**src/hdl/pl0_pkg.sv**
```systemverilog
// Shared types and constants for the P-code stack machine core.
package pl0_pkg;

    localparam int STACK_DEPTH    = 1024;
    localparam int CODE_DEPTH     = 1024;
    localparam int MAX_LEVEL_DIFF = 15;
    localparam int SA_W           = $clog2(STACK_DEPTH);
    localparam int PC_W           = $clog2(CODE_DEPTH);
    localparam int LVL_W          = 4;

    // opcodes
    localparam logic [3:0] OP_LIT  = 4'd0;
    localparam logic [3:0] OP_OPR  = 4'd1;
    localparam logic [3:0] OP_LOD  = 4'd2;
    localparam logic [3:0] OP_STO  = 4'd3;
    localparam logic [3:0] OP_CAL  = 4'd4;
    localparam logic [3:0] OP_INT  = 4'd5;
    localparam logic [3:0] OP_JMP  = 4'd6;
    localparam logic [3:0] OP_JPC  = 4'd7;
    localparam logic [3:0] OP_LEA  = 4'd8;
    localparam logic [3:0] OP_LODA = 4'd9;
    localparam logic [3:0] OP_STOA = 4'd10;

    // OPR sub-operations
    localparam logic [15:0] SUB_RET = 16'd0;
    localparam logic [15:0] SUB_NEG = 16'd1;
    localparam logic [15:0] SUB_ADD = 16'd2;
    localparam logic [15:0] SUB_SUB = 16'd3;
    localparam logic [15:0] SUB_MUL = 16'd4;
    localparam logic [15:0] SUB_DIV = 16'd5;
    localparam logic [15:0] SUB_ODD = 16'd6;
    localparam logic [15:0] SUB_EQU = 16'd7;
    localparam logic [15:0] SUB_NEQ = 16'd8;
    localparam logic [15:0] SUB_LES = 16'd9;
    localparam logic [15:0] SUB_GEQ = 16'd10;
    localparam logic [15:0] SUB_GTR = 16'd11;
    localparam logic [15:0] SUB_LEQ = 16'd12;

    // error codes
    localparam logic [1:0] ERR_NONE  = 2'd0;
    localparam logic [1:0] ERR_DIV0  = 2'd1;
    localparam logic [1:0] ERR_RANGE = 2'd2;

    typedef struct packed {
        logic [3:0]  opcode;
        logic [3:0]  level_diff;
        logic [15:0] operand;
    } t_in_word;

    typedef struct packed {
        logic [9:0]         next_pc;
        logic               halted;
        logic               print_valid;
        logic signed [31:0] print_value;
        logic [1:0]         error_code;
    } t_out_word;

    // datapath commands
    typedef enum logic [2:0] {
        CMD_NONE,
        CMD_RD,     // read memory at cmd address into rd register
        CMD_WR,     // write cmd data at cmd address
        CMD_DIV     // start divider
    } t_dp_op;

    typedef struct packed {
        t_dp_op            op;
        logic [SA_W-1:0]   addr;
        logic [31:0]       wdata;
        logic [31:0]       div_a;
        logic [31:0]       div_b;
    } t_dp_cmd;

    typedef struct packed {
        logic [31:0] rdata;
        logic        div_done;
        logic [31:0] div_q;
    } t_dp_sts;

endpackage

```
**src/hdl/pl0_control.sv**
```systemverilog
// Instruction sequencer: static link walk, operand fetch and write-back.
module pl0_control (
    input  logic               i_clk,
    input  logic               i_rst_n,
    input  logic               i_valid,
    output logic               o_ready,
    input  pl0_pkg::t_in_word  i_data,
    output logic               o_valid,
    input  logic               i_ready,
    output pl0_pkg::t_out_word o_data,
    output pl0_pkg::t_dp_cmd   o_cmd,
    input  pl0_pkg::t_dp_sts   i_sts
);

    localparam int SA = pl0_pkg::SA_W;
    localparam int PC = pl0_pkg::PC_W;

    typedef enum logic [3:0] {
        S_IDLE, S_CLEAR, S_WALK, S_WALKW, S_RDA, S_RDAW, S_RDB, S_RDBW,
        S_EXEC, S_DIVW, S_WR1, S_WR2, S_WR3, S_DONE
    } t_state;

    t_state            r_state;
    logic [SA:0]       r_clr;
    pl0_pkg::t_in_word r_ins;
    logic [PC-1:0]     r_pc;
    logic [SA-1:0]     r_base;
    logic [SA-1:0]     r_top;
    logic [31:0]       r_bs;
    logic [3:0]        r_lvl;
    logic [31:0]       r_a;
    logic [31:0]       r_b;
    logic [31:0]       r_c;
    logic [31:0]       r_wd;
    pl0_pkg::t_out_word r_out;
    pl0_pkg::t_out_word r_res;
    logic              r_ov;
    pl0_pkg::t_dp_cmd  r_cmd;

    logic [PC-1:0]     n_pc1;
    logic [32:0]       n_bsum;
    logic signed [31:0] sa, sb;

    assign n_pc1 = r_pc + 1'b1;
    assign n_bsum = {1'b0, r_bs} + 33'(r_ins.operand);
    assign sa = r_a;
    assign sb = r_b;

    assign o_ready = (r_state == S_IDLE);
    assign o_valid = r_ov;
    assign o_data  = r_res;
    assign o_cmd   = r_cmd;

    function automatic pl0_pkg::t_dp_cmd mk(pl0_pkg::t_dp_op op, logic [SA-1:0] ad,
                                            logic [31:0] wd);
        pl0_pkg::t_dp_cmd c;
        c.op = op; c.addr = ad; c.wdata = wd; c.div_a = '0; c.div_b = '0;
        return c;
    endfunction

    function automatic logic fits(logic [31:0] v);
        return v < 32'(pl0_pkg::STACK_DEPTH);
    endfunction

    // finish: build result word from next pc, print value and error code
    function automatic pl0_pkg::t_out_word mkout(logic [PC-1:0] npc, logic pv,
                                                 logic [31:0] pval, logic [1:0] err);
        pl0_pkg::t_out_word w;
        w.next_pc = 10'(npc); w.halted = (npc == '0); w.print_valid = pv;
        w.print_value = pval; w.error_code = err;
        return w;
    endfunction

    always_ff @(posedge i_clk) begin
        if (!i_rst_n) begin
            r_state <= S_CLEAR;
            r_clr   <= '0;
            r_pc    <= '0;
            r_base  <= SA'(1);
            r_top   <= SA'(3);
            r_ov    <= 1'b0;
            r_cmd   <= mk(pl0_pkg::CMD_WR, '0, '0);
        end else begin
            r_cmd <= mk(pl0_pkg::CMD_NONE, '0, '0);
            if (r_ov && i_ready) r_ov <= 1'b0;
            unique case (r_state)
                S_CLEAR: begin
                    // zero the stack, one entry per cycle
                    if (r_clr == (SA+1)'(pl0_pkg::STACK_DEPTH - 1)) begin
                        r_state <= S_IDLE;
                    end else begin
                        r_clr <= r_clr + 1'b1;
                        r_cmd <= mk(pl0_pkg::CMD_WR, r_clr[SA-1:0] + 1'b1, '0);
                    end
                end
                S_IDLE: begin
                    if (i_valid) begin
                        r_ins   <= i_data;
                        r_bs    <= 32'(r_base);
                        // only frame-relative opcodes follow static links
                        if (i_data.opcode inside {pl0_pkg::OP_LOD, pl0_pkg::OP_STO,
                                                  pl0_pkg::OP_CAL, pl0_pkg::OP_LEA}) begin
                            r_lvl <= (i_data.level_diff > 4'(pl0_pkg::MAX_LEVEL_DIFF))
                                     ? 4'(pl0_pkg::MAX_LEVEL_DIFF) : i_data.level_diff;
                        end else begin
                            r_lvl <= '0;
                        end
                        r_state <= S_WALK;
                    end
                end
                S_WALK: begin
                    // follow static links
                    if (r_lvl == '0) begin
                        r_cmd   <= mk(pl0_pkg::CMD_RD, r_top, '0);
                        r_state <= S_RDAW;
                    end else if (!fits(r_bs)) begin
                        r_out   <= mkout(n_pc1, 1'b0, '0, pl0_pkg::ERR_RANGE);
                        r_state <= S_DONE;
                    end else begin
                        r_cmd   <= mk(pl0_pkg::CMD_RD, r_bs[SA-1:0], '0);
                        r_state <= S_WALKW;
                    end
                end
                S_WALKW: r_state <= S_RDA;
                S_RDA: begin
                    r_bs    <= i_sts.rdata;
                    r_lvl   <= r_lvl - 1'b1;
                    r_state <= S_WALK;
                end
                S_RDAW: r_state <= S_RDB;
                S_RDB: begin
                    // r_a = stack[top]; second read depends on opcode
                    r_a <= i_sts.rdata;
                    unique case (r_ins.opcode)
                        pl0_pkg::OP_LOD:
                            r_cmd <= mk(pl0_pkg::CMD_RD, n_bsum[SA-1:0], '0);
                        pl0_pkg::OP_LODA:
                            r_cmd <= mk(pl0_pkg::CMD_RD, i_sts.rdata[SA-1:0], '0);
                        pl0_pkg::OP_OPR:
                            r_cmd <= mk(pl0_pkg::CMD_RD, r_top - 1'b1, '0);
                        default:
                            r_cmd <= mk(pl0_pkg::CMD_RD, r_top - 1'b1, '0);
                    endcase
                    r_state <= S_RDBW;
                end
                S_RDBW: begin
                    r_cmd   <= mk(pl0_pkg::CMD_RD, r_base + 1'b1, '0);
                    r_state <= S_WR1;
                end
                S_WR1: begin
                    r_b     <= i_sts.rdata;
                    r_cmd   <= mk(pl0_pkg::CMD_RD, r_base + SA'(2), '0);
                    r_state <= S_WR2;
                end
                S_WR2: begin
                    r_c     <= i_sts.rdata;
                    r_state <= S_WR3;
                end
                S_WR3: begin
                    r_wd    <= i_sts.rdata;
                    r_state <= S_EXEC;
                end
                S_EXEC: begin
                    // r_a=top, r_b=second read, r_c=stack[b+1], r_wd=stack[b+2]
                    r_state <= S_DONE;
                    r_out   <= mkout(n_pc1, 1'b0, '0, pl0_pkg::ERR_NONE);
                    r_pc    <= n_pc1;
                    unique case (r_ins.opcode)
                        pl0_pkg::OP_LIT: begin
                            if (r_top == SA'(pl0_pkg::STACK_DEPTH - 1)) begin
                                r_out <= mkout(n_pc1, 1'b0, '0, pl0_pkg::ERR_RANGE);
                            end else begin
                                r_top <= r_top + 1'b1;
                                r_cmd <= mk(pl0_pkg::CMD_WR, r_top + 1'b1,
                                            32'(r_ins.operand));
                            end
                        end
                        pl0_pkg::OP_OPR: begin
                            case (r_ins.operand)
                                pl0_pkg::SUB_RET: begin
                                    if (r_base == '0 ||
                                        32'(r_base) + 32'd2 >= 32'(pl0_pkg::STACK_DEPTH) ||
                                        !fits(r_c)) begin
                                        r_out <= mkout(n_pc1, 1'b0, '0, pl0_pkg::ERR_RANGE);
                                    end else begin
                                        r_pc   <= r_wd[PC-1:0];
                                        r_out  <= mkout(r_wd[PC-1:0], 1'b0, '0,
                                                        pl0_pkg::ERR_NONE);
                                        r_top  <= r_base - 1'b1;
                                        r_base <= r_c[SA-1:0];
                                    end
                                end
                                pl0_pkg::SUB_NEG:
                                    r_cmd <= mk(pl0_pkg::CMD_WR, r_top, 32'd0 - r_a);
                                pl0_pkg::SUB_ODD:
                                    r_cmd <= mk(pl0_pkg::CMD_WR, r_top,
                                                r_a[0] ? (r_a[31] ? 32'hFFFF_FFFF : 32'd1)
                                                       : 32'd0);
                                pl0_pkg::SUB_ADD, pl0_pkg::SUB_SUB, pl0_pkg::SUB_MUL,
                                pl0_pkg::SUB_DIV, pl0_pkg::SUB_EQU, pl0_pkg::SUB_NEQ,
                                pl0_pkg::SUB_LES, pl0_pkg::SUB_GEQ, pl0_pkg::SUB_GTR,
                                pl0_pkg::SUB_LEQ: begin
                                    if (r_top == '0) begin
                                        r_out <= mkout(n_pc1, 1'b0, '0, pl0_pkg::ERR_RANGE);
                                    end else begin
                                        r_top <= r_top - 1'b1;
                                        // x = r_b (second), y = r_a (top)
                                        case (r_ins.operand)
                                            pl0_pkg::SUB_ADD: r_cmd <= mk(pl0_pkg::CMD_WR,
                                                r_top - 1'b1, r_b + r_a);
                                            pl0_pkg::SUB_SUB: r_cmd <= mk(pl0_pkg::CMD_WR,
                                                r_top - 1'b1, r_b - r_a);
                                            pl0_pkg::SUB_MUL: r_cmd <= mk(pl0_pkg::CMD_WR,
                                                r_top - 1'b1, r_b * r_a);
                                            pl0_pkg::SUB_DIV: begin
                                                if (r_a == '0) begin
                                                    r_out <= mkout(n_pc1, 1'b0, '0,
                                                                   pl0_pkg::ERR_DIV0);
                                                end else begin
                                                    r_cmd.op    <= pl0_pkg::CMD_DIV;
                                                    r_cmd.div_a <= r_b;
                                                    r_cmd.div_b <= r_a;
                                                    r_state     <= S_DIVW;
                                                end
                                            end
                                            pl0_pkg::SUB_EQU: r_cmd <= mk(pl0_pkg::CMD_WR,
                                                r_top - 1'b1, 32'(sb == sa));
                                            pl0_pkg::SUB_NEQ: r_cmd <= mk(pl0_pkg::CMD_WR,
                                                r_top - 1'b1, 32'(sb != sa));
                                            pl0_pkg::SUB_LES: r_cmd <= mk(pl0_pkg::CMD_WR,
                                                r_top - 1'b1, 32'(sb < sa));
                                            pl0_pkg::SUB_GEQ: r_cmd <= mk(pl0_pkg::CMD_WR,
                                                r_top - 1'b1, 32'(sb >= sa));
                                            pl0_pkg::SUB_GTR: r_cmd <= mk(pl0_pkg::CMD_WR,
                                                r_top - 1'b1, 32'(sb > sa));
                                            default: r_cmd <= mk(pl0_pkg::CMD_WR,
                                                r_top - 1'b1, 32'(sb <= sa));
                                        endcase
                                    end
                                end
                                default: ;
                            endcase
                        end
                        pl0_pkg::OP_LOD: begin
                            if (n_bsum >= 33'(pl0_pkg::STACK_DEPTH) ||
                                r_top == SA'(pl0_pkg::STACK_DEPTH - 1)) begin
                                r_out <= mkout(n_pc1, 1'b0, '0, pl0_pkg::ERR_RANGE);
                            end else begin
                                r_top <= r_top + 1'b1;
                                r_cmd <= mk(pl0_pkg::CMD_WR, r_top + 1'b1, r_b);
                            end
                        end
                        pl0_pkg::OP_STO: begin
                            if (n_bsum >= 33'(pl0_pkg::STACK_DEPTH) || r_top == '0) begin
                                r_out <= mkout(n_pc1, 1'b0, '0, pl0_pkg::ERR_RANGE);
                            end else begin
                                r_top <= r_top - 1'b1;
                                r_cmd <= mk(pl0_pkg::CMD_WR, n_bsum[SA-1:0], r_a);
                                r_out <= mkout(n_pc1, 1'b1, r_a, pl0_pkg::ERR_NONE);
                            end
                        end
                        pl0_pkg::OP_CAL: begin
                            if (32'(r_top) + 32'd3 >= 32'(pl0_pkg::STACK_DEPTH)) begin
                                r_out <= mkout(n_pc1, 1'b0, '0, pl0_pkg::ERR_RANGE);
                            end else begin
                                // three writes: static link, dynamic link, return pc
                                r_cmd   <= mk(pl0_pkg::CMD_WR, r_top + 1'b1, r_bs);
                                r_a     <= 32'(r_base);
                                r_c     <= 32'(n_pc1);
                                r_base  <= r_top + 1'b1;
                                r_pc    <= r_ins.operand[PC-1:0];
                                r_out   <= mkout(r_ins.operand[PC-1:0], 1'b0, '0,
                                                 pl0_pkg::ERR_NONE);
                                r_lvl   <= 4'd2;
                                r_state <= S_DIVW;
                            end
                        end
                        pl0_pkg::OP_INT: begin
                            if (32'(r_top) + 32'(r_ins.operand) >=
                                32'(pl0_pkg::STACK_DEPTH)) begin
                                r_out <= mkout(n_pc1, 1'b0, '0, pl0_pkg::ERR_RANGE);
                            end else begin
                                r_top <= r_top + r_ins.operand[SA-1:0];
                            end
                        end
                        pl0_pkg::OP_JMP: begin
                            r_pc  <= r_ins.operand[PC-1:0];
                            r_out <= mkout(r_ins.operand[PC-1:0], 1'b0, '0,
                                           pl0_pkg::ERR_NONE);
                        end
                        pl0_pkg::OP_JPC: begin
                            if (r_top == '0) begin
                                r_out <= mkout(n_pc1, 1'b0, '0, pl0_pkg::ERR_RANGE);
                            end else begin
                                r_top <= r_top - 1'b1;
                                if (r_a == '0) begin
                                    r_pc  <= r_ins.operand[PC-1:0];
                                    r_out <= mkout(r_ins.operand[PC-1:0], 1'b0, '0,
                                                   pl0_pkg::ERR_NONE);
                                end
                            end
                        end
                        pl0_pkg::OP_LEA: begin
                            if (r_top == SA'(pl0_pkg::STACK_DEPTH - 1)) begin
                                r_out <= mkout(n_pc1, 1'b0, '0, pl0_pkg::ERR_RANGE);
                            end else begin
                                r_top <= r_top + 1'b1;
                                r_cmd <= mk(pl0_pkg::CMD_WR, r_top + 1'b1, n_bsum[31:0]);
                            end
                        end
                        pl0_pkg::OP_LODA: begin
                            if (!fits(r_a)) begin
                                r_out <= mkout(n_pc1, 1'b0, '0, pl0_pkg::ERR_RANGE);
                            end else begin
                                r_cmd <= mk(pl0_pkg::CMD_WR, r_top, r_b);
                            end
                        end
                        pl0_pkg::OP_STOA: begin
                            if (r_top == '0 || !fits(r_b)) begin
                                r_out <= mkout(n_pc1, 1'b0, '0, pl0_pkg::ERR_RANGE);
                            end else begin
                                r_cmd <= mk(pl0_pkg::CMD_WR, r_b[SA-1:0], r_a);
                                r_out <= mkout(n_pc1, 1'b1, r_a, pl0_pkg::ERR_NONE);
                            end
                        end
                        default: ;
                    endcase
                end
                S_DIVW: begin
                    // wait for divider, or finish call frame writes
                    if (r_ins.opcode == pl0_pkg::OP_CAL) begin
                        if (r_lvl == 4'd2) begin
                            r_cmd <= mk(pl0_pkg::CMD_WR, r_base + 1'b1, r_a);
                            r_lvl <= 4'd1;
                        end else begin
                            r_cmd   <= mk(pl0_pkg::CMD_WR, r_base + SA'(2), r_c);
                            r_state <= S_DONE;
                        end
                    end else if (i_sts.div_done) begin
                        r_cmd   <= mk(pl0_pkg::CMD_WR, r_top, i_sts.div_q);
                        r_state <= S_DONE;
                    end
                end
                S_DONE: begin
                    // hand the word to the output register once it is free
                    if (!r_ov || i_ready) begin
                        r_ov    <= 1'b1;
                        r_res   <= r_out;
                        r_pc    <= PC'(r_out.next_pc);
                        r_state <= S_IDLE;
                    end
                end
                default: r_state <= S_IDLE;
            endcase
        end
    end

endmodule

```
**config.mk**
```make
export PLATFORM = sky130hd
export DESIGN_NAME = pl0_control
export DESIGN_NICKNAME = d
export VERILOG_FILES = /design/src/hdl/pl0_pkg.sv /design/src/hdl/pl0_control.sv
export SDC_FILE = /design/constraint.sdc
export NUM_CORES = 2
export LEC_CHECK = 0
export ABC_AREA = 0
export BUFFER_PORTS_ARGS = -buffer_cell sky130_fd_sc_hd__buf_2
export CAP_MARGIN = 20
export CELL_PAD_IN_SITES_DETAIL_PLACEMENT = 0
export CELL_PAD_IN_SITES_GLOBAL_PLACEMENT = 2
export CORE_ASPECT_RATIO = 1.4
export CORE_UTILIZATION = 30
export DETAILED_ROUTE_END_ITERATION = 10
export PLACE_DENSITY_LB_ADDON = 0.1
export SLEW_MARGIN = 10
export SYNTH_ARGS = -nofsm -noshare
export SYNTH_HDL_FRONTEND = slang
export SYNTH_SLANG_ARGS = --single-unit
```
**constraint.sdc**
```tcl
create_clock -name i_clk -period 11.18 [get_ports i_clk]
set_input_delay 2.236 -clock i_clk [delete_from_list [all_inputs] [get_ports i_clk]]
set_output_delay 2.236 -clock i_clk [all_outputs]
set_load 0.005 [all_outputs]
```
==> impl.org <==
** Timing
- For the pin with the worst max-slew slack, the measured transition is approximately 1200 ps.
- Headroom to the max-slew limit came out at between 10% and 20%.
- The final critical path takes up between 80 and 90% of the cycle.
- Fin. max-slew vios :: 0
- Endpoints failing hold :: 0
- Final setup violation count :: 0
- Post-route setup TNS :: 0 ps
- For this run, the top clock speed supported by timing is approximately 110 MHz.
- Hold timing on the final database bottoms out at a slack of approximately 420 ps.
- Post-Route Skew :: approximately 32 ps
- Counting I/O delays and the setup requirement, the final critical path takes 9300 ps.
- Setup repair after global routing left no endpoint under its margin.

** Clock tree
- H-tree level count :: 2
- Post-CTS Setup Repair Bufs :: 0
- Counting along the longest clock path gives a buffer depth of 3.
- CTS placed an instance of clkbuf_16 at the clock tree root.
- TritonCTS built the clock tree.
- Clock tree synthesis inserted a total of between 40 and 50 buffers.
- Number of clock sinks :: 408
- In this run, post-CTS hold repair placed 0 buffers.
- Clock insertion delay at the later pin of the skew report :: around 700 ps
- After clock tree synthesis, the clock-pin slew on the worst setup and hold paths is roughly 60 ps.
- Gates resized, CTS repair :: 0

** Floorplanning
- Die footprint :: around 140,000 µm²
- Floorplan die width :: 319 µm
- The initial utilization of the core area, before any placement, comes to between 30% and 40%.
- DIE HEIGHT :: around 450 µm
- The initialized floorplan defines about 160 standard-cell rows.
- 250 I/O pins were placed.
- In this run the standard cell core region covers about 140,000 µm².

** GRT
- Vias in the first global route :: roughly 40,000
- Met1 track demand over resource :: between 30% and 40%
- For this run, the total global-route usage over all layers was measured as about a third.
- For this run, global-route usage on met2 was measured as 58.3%.
- Global routing used between 4 and 5% of the available met3 tracks.
- The total overflow left after global routing is 0.
- The initial antenna violation count came to 16.
- GR peak layer :: met2
- Pin count of the biggest net entering global routing :: 55
- The first global-routing pass estimated between 300,000 and 400,000 µm of wire.

** Route
- After detailed routing, the number of vias per cell comes to around 5.7.
- The first detailed-routing pass ran for 6 iterations.
- After the first detailed-routing iteration, the DRC count stood at 3,368.
- WL final :: 243,000 µm
- DR WL/cell :: around 36 µm
- DRC errors left :: 0
- Post-route antenna net violation count :: 0
- Via count :: around 40,000

** Place
- Final Wtd Congestion :: about 1
- Cell area after placement :: between 40,000 and 50,000 µm²
- The HPWL after detailed placement is 191,000 µm.
- Count of port buffers added during placement :: approximately 250

** Synth
- Of the post-synthesis cell area, the dominant cell type holds between 15 and 20%.
- In this run, synthesis inferred ~250 flip-flops with an integrated enable.
- In the synthesized netlist, the number of instances is 4,817.
- Cell types with the highest counts after synthesis :: nand2_1, inv_1, fa_1
- Summing the sequential cell areas from Yosys gives approximately a quarter of the chip area.
- After Yosys synthesis, XOR and XNOR cells account for about 4.5% of the synthesized area.
- Prevailing post-synth register cell :: edfxtp_1
- Multiplexer area fraction after synthesis :: less than 1%
- After synthesis the netlist holds a flip-flop and latch count of around 410.
- Top area cells in the synthesized netlist :: fa_1, edfxtp_1, dfxtp_1
- The average instance in the mapped netlist occupies between 8 and 9 µm².
- Cell variety after synth :: between 100 and 150
- Summing every instance area after synthesis gives roughly 42,000 µm².
- Fraction of the mapped netlist area in simple logic gates :: between 10% and 20%
- Compound-gate portion of the synthesized area :: between 10% and 20%
- Synth Area in Adders :: between 20% and 30%
- Number of nets produced by synthesis :: between 5,000 and 6,000
- Most used standard cell by instance count after synthesis :: nand2_1
- The biggest area contributor in the post-synthesis netlist is fa_1.
- Asr flop ratio synth :: 0%
- Synth warn :: 0
- By area, the combinational part of the netlist is dominated by adder cells.

** Critical path
- At the worst endpoint, the arrival time is between 9000 and 10,000 ps.
- Walking the worst path, the cells encountered are buf_4 > ha_1 > fa_1 > inv_1 > fa_1 > fa_1 > inv_1 > fa_1 > fa_1 > fa_1 > fa_1 > fa_1 > ha_1 > or2_2 > a21o_1 > a31oi_1 > o21ai_0 > o41ai_1 > a21oi_1 > xnor2_1 > nor3_1 > a2111oi_0 > o22ai_1.
- Along the worst path, the maximum fanout reaches 17.
- The worst setup path is captured at a flip-flop.
- Counting both buffers and inverters, the worst setup path holds a total of 3.
- STA classifies the critical path startpoint as a flip-flop.
- CP delay by family, top :: adder cells
- The largest single stage delay on the critical path is approximately 950 ps.
- Among all stages on the critical path, the largest delay is contributed by edfxtp_1.
- Path type of the worst setup path :: reg2reg
- Among the stages of the critical path, the cell type that occurs most often is fa_1.
- Required @ worst endpoint :: around 12,000 ps

** Min path
- Path class of the lowest-slack min-delay path :: reg2reg

** Run
- Number of maximum-capacitance constraint violations :: 0

** Pwr
- Leakage power figure :: ~20 nW
- Total design power :: 0.00368 W
- Power spread over the standard cell area amounts to slightly below 80 nW/µm².
- VDD sags by at most ~0.00013 V.

** Cells and area
- Cells with a size suffix above 1 make up a little under an eighth of the layout.
- Area of all placed cells without fillers :: about 48,000 µm²
- The area growth from synthesis to layout is 13.3%.
- Count of fill cells added during filler insertion :: approximately 15,000
- For this run, the post-layout net count is 5,711.

** Status
- Status :: complete, no violations
logic make-up after synthesis:
group           Yosys count
mux                      29
buf+inv                 848
simple gates           1686
xor+xnor                218
fa+ha+maj               637
compound gates          990
flops                   408
other cells               1
final timing paths:
check	to	start	depth (start not counted)	slack, ps
hold / removal	o_data[8]$_DFFE_PP_	r_out[8]$_SDFFCE_PN0P_	0	420
setup reg to reg	o_cmd[95]$_SDFF_PN0_	r_b[11]$_DFFE_PP_	23	1880
setup / recovery	o_cmd[95]$_SDFF_PN0_	r_b[11]$_DFFE_PP_	23	1880
hold reg to reg	o_data[8]$_DFFE_PP_	r_out[8]$_SDFFCE_PN0P_	0	420
area by class of cell:
| class | instances | area [µm²] | share of cell area, % |
|---|---|---|---|
| Timing Repair Buffer | 444 | 2790 | 5.84 |
| Multi-Input combinational cell | 3561 | 28300 | 59.4 |
| Sequential cell | 408 | 10700 | 22.5 |
| Clock buffer | 62 | 1310 | 2.75 |
| Tap cell | 1804 | 2260 | 4.73 |
| Antenna cell | 13 | 32.5 | 0.0682 |
| Clock inverter | 26 | 338 | 0.708 |
| Inverter | 519 | 1950 | 4.08 |
sequential cells by signal, indices dropped and copies added (netlist names), 11 cells and up:
name / flops
r_c: 32
r_clr: 11
o_cmd: 108
r_ins: 20
r_bs: 32
r_out: 46
r_a: 32
r_b: 32
o_data: 46
worst register-to-register path, delay by kind of cell (launching register included):
kind                     cells  cell delay, ps
AND/OR/NAND/NOR              2             420
XOR/XNOR                     1             290
AO/OA/AOI/OAI                7            2110
buffers and inverters        3             610
flip-flops                   1             950
adder cells (fa/ha/maj)     10            4700
stage by stage:
stage	setup WS, ps	util, %	instances
after floorplan	3820	-	4817
after global placement	837	33.0	6732
after detailed placement	2110	33.0	6733
after CTS	1960	34.2	6821
after global routing	1470	34.2	6826
final	1880	34.3	6837
placed cells by master, fill, tap and decap left out, drive strengths merged, types with 26 or more instances in the layout:
cell type	count
nand2	611
inv	524
buf	443
fa	412
and2	298
nor2	267
edfxtp	254
a21oi	228
ha	225
o21ai	216
dfxtp	154
nor3	152
xnor2	147
nand3	92
xor2	71
clkbuf	63
a221oi	60
and3	60
o211ai	51
a31oi	43
a211oi	42
o22ai	41
nor4	41
a22oi	37
o221ai	33
a221o	32
nand4	32
nor2b	30
a21o	30
nand2b	29
mux2i	28
a222oi	26
metal layers:
| layer | share of wire (%) | routed length, µm |
|---|---|---|
| met5 | 0.0095 | 23 |
| met4 | 9.0 | 22000 |
| met3 | 5.3 | 12800 |
| met2 | 49 | 119000 |
| met1 | 37 | 89600 |
power breakdown:
group | internal, W | switching [W]
Clock | 0.000937 | 0.000764
Combinational | 0.0000975 | 0.000251
Sequential | 0.00161 | 0.0000246
Total | 0.00264 | 0.00104
(Power assumes the default switching activity.)
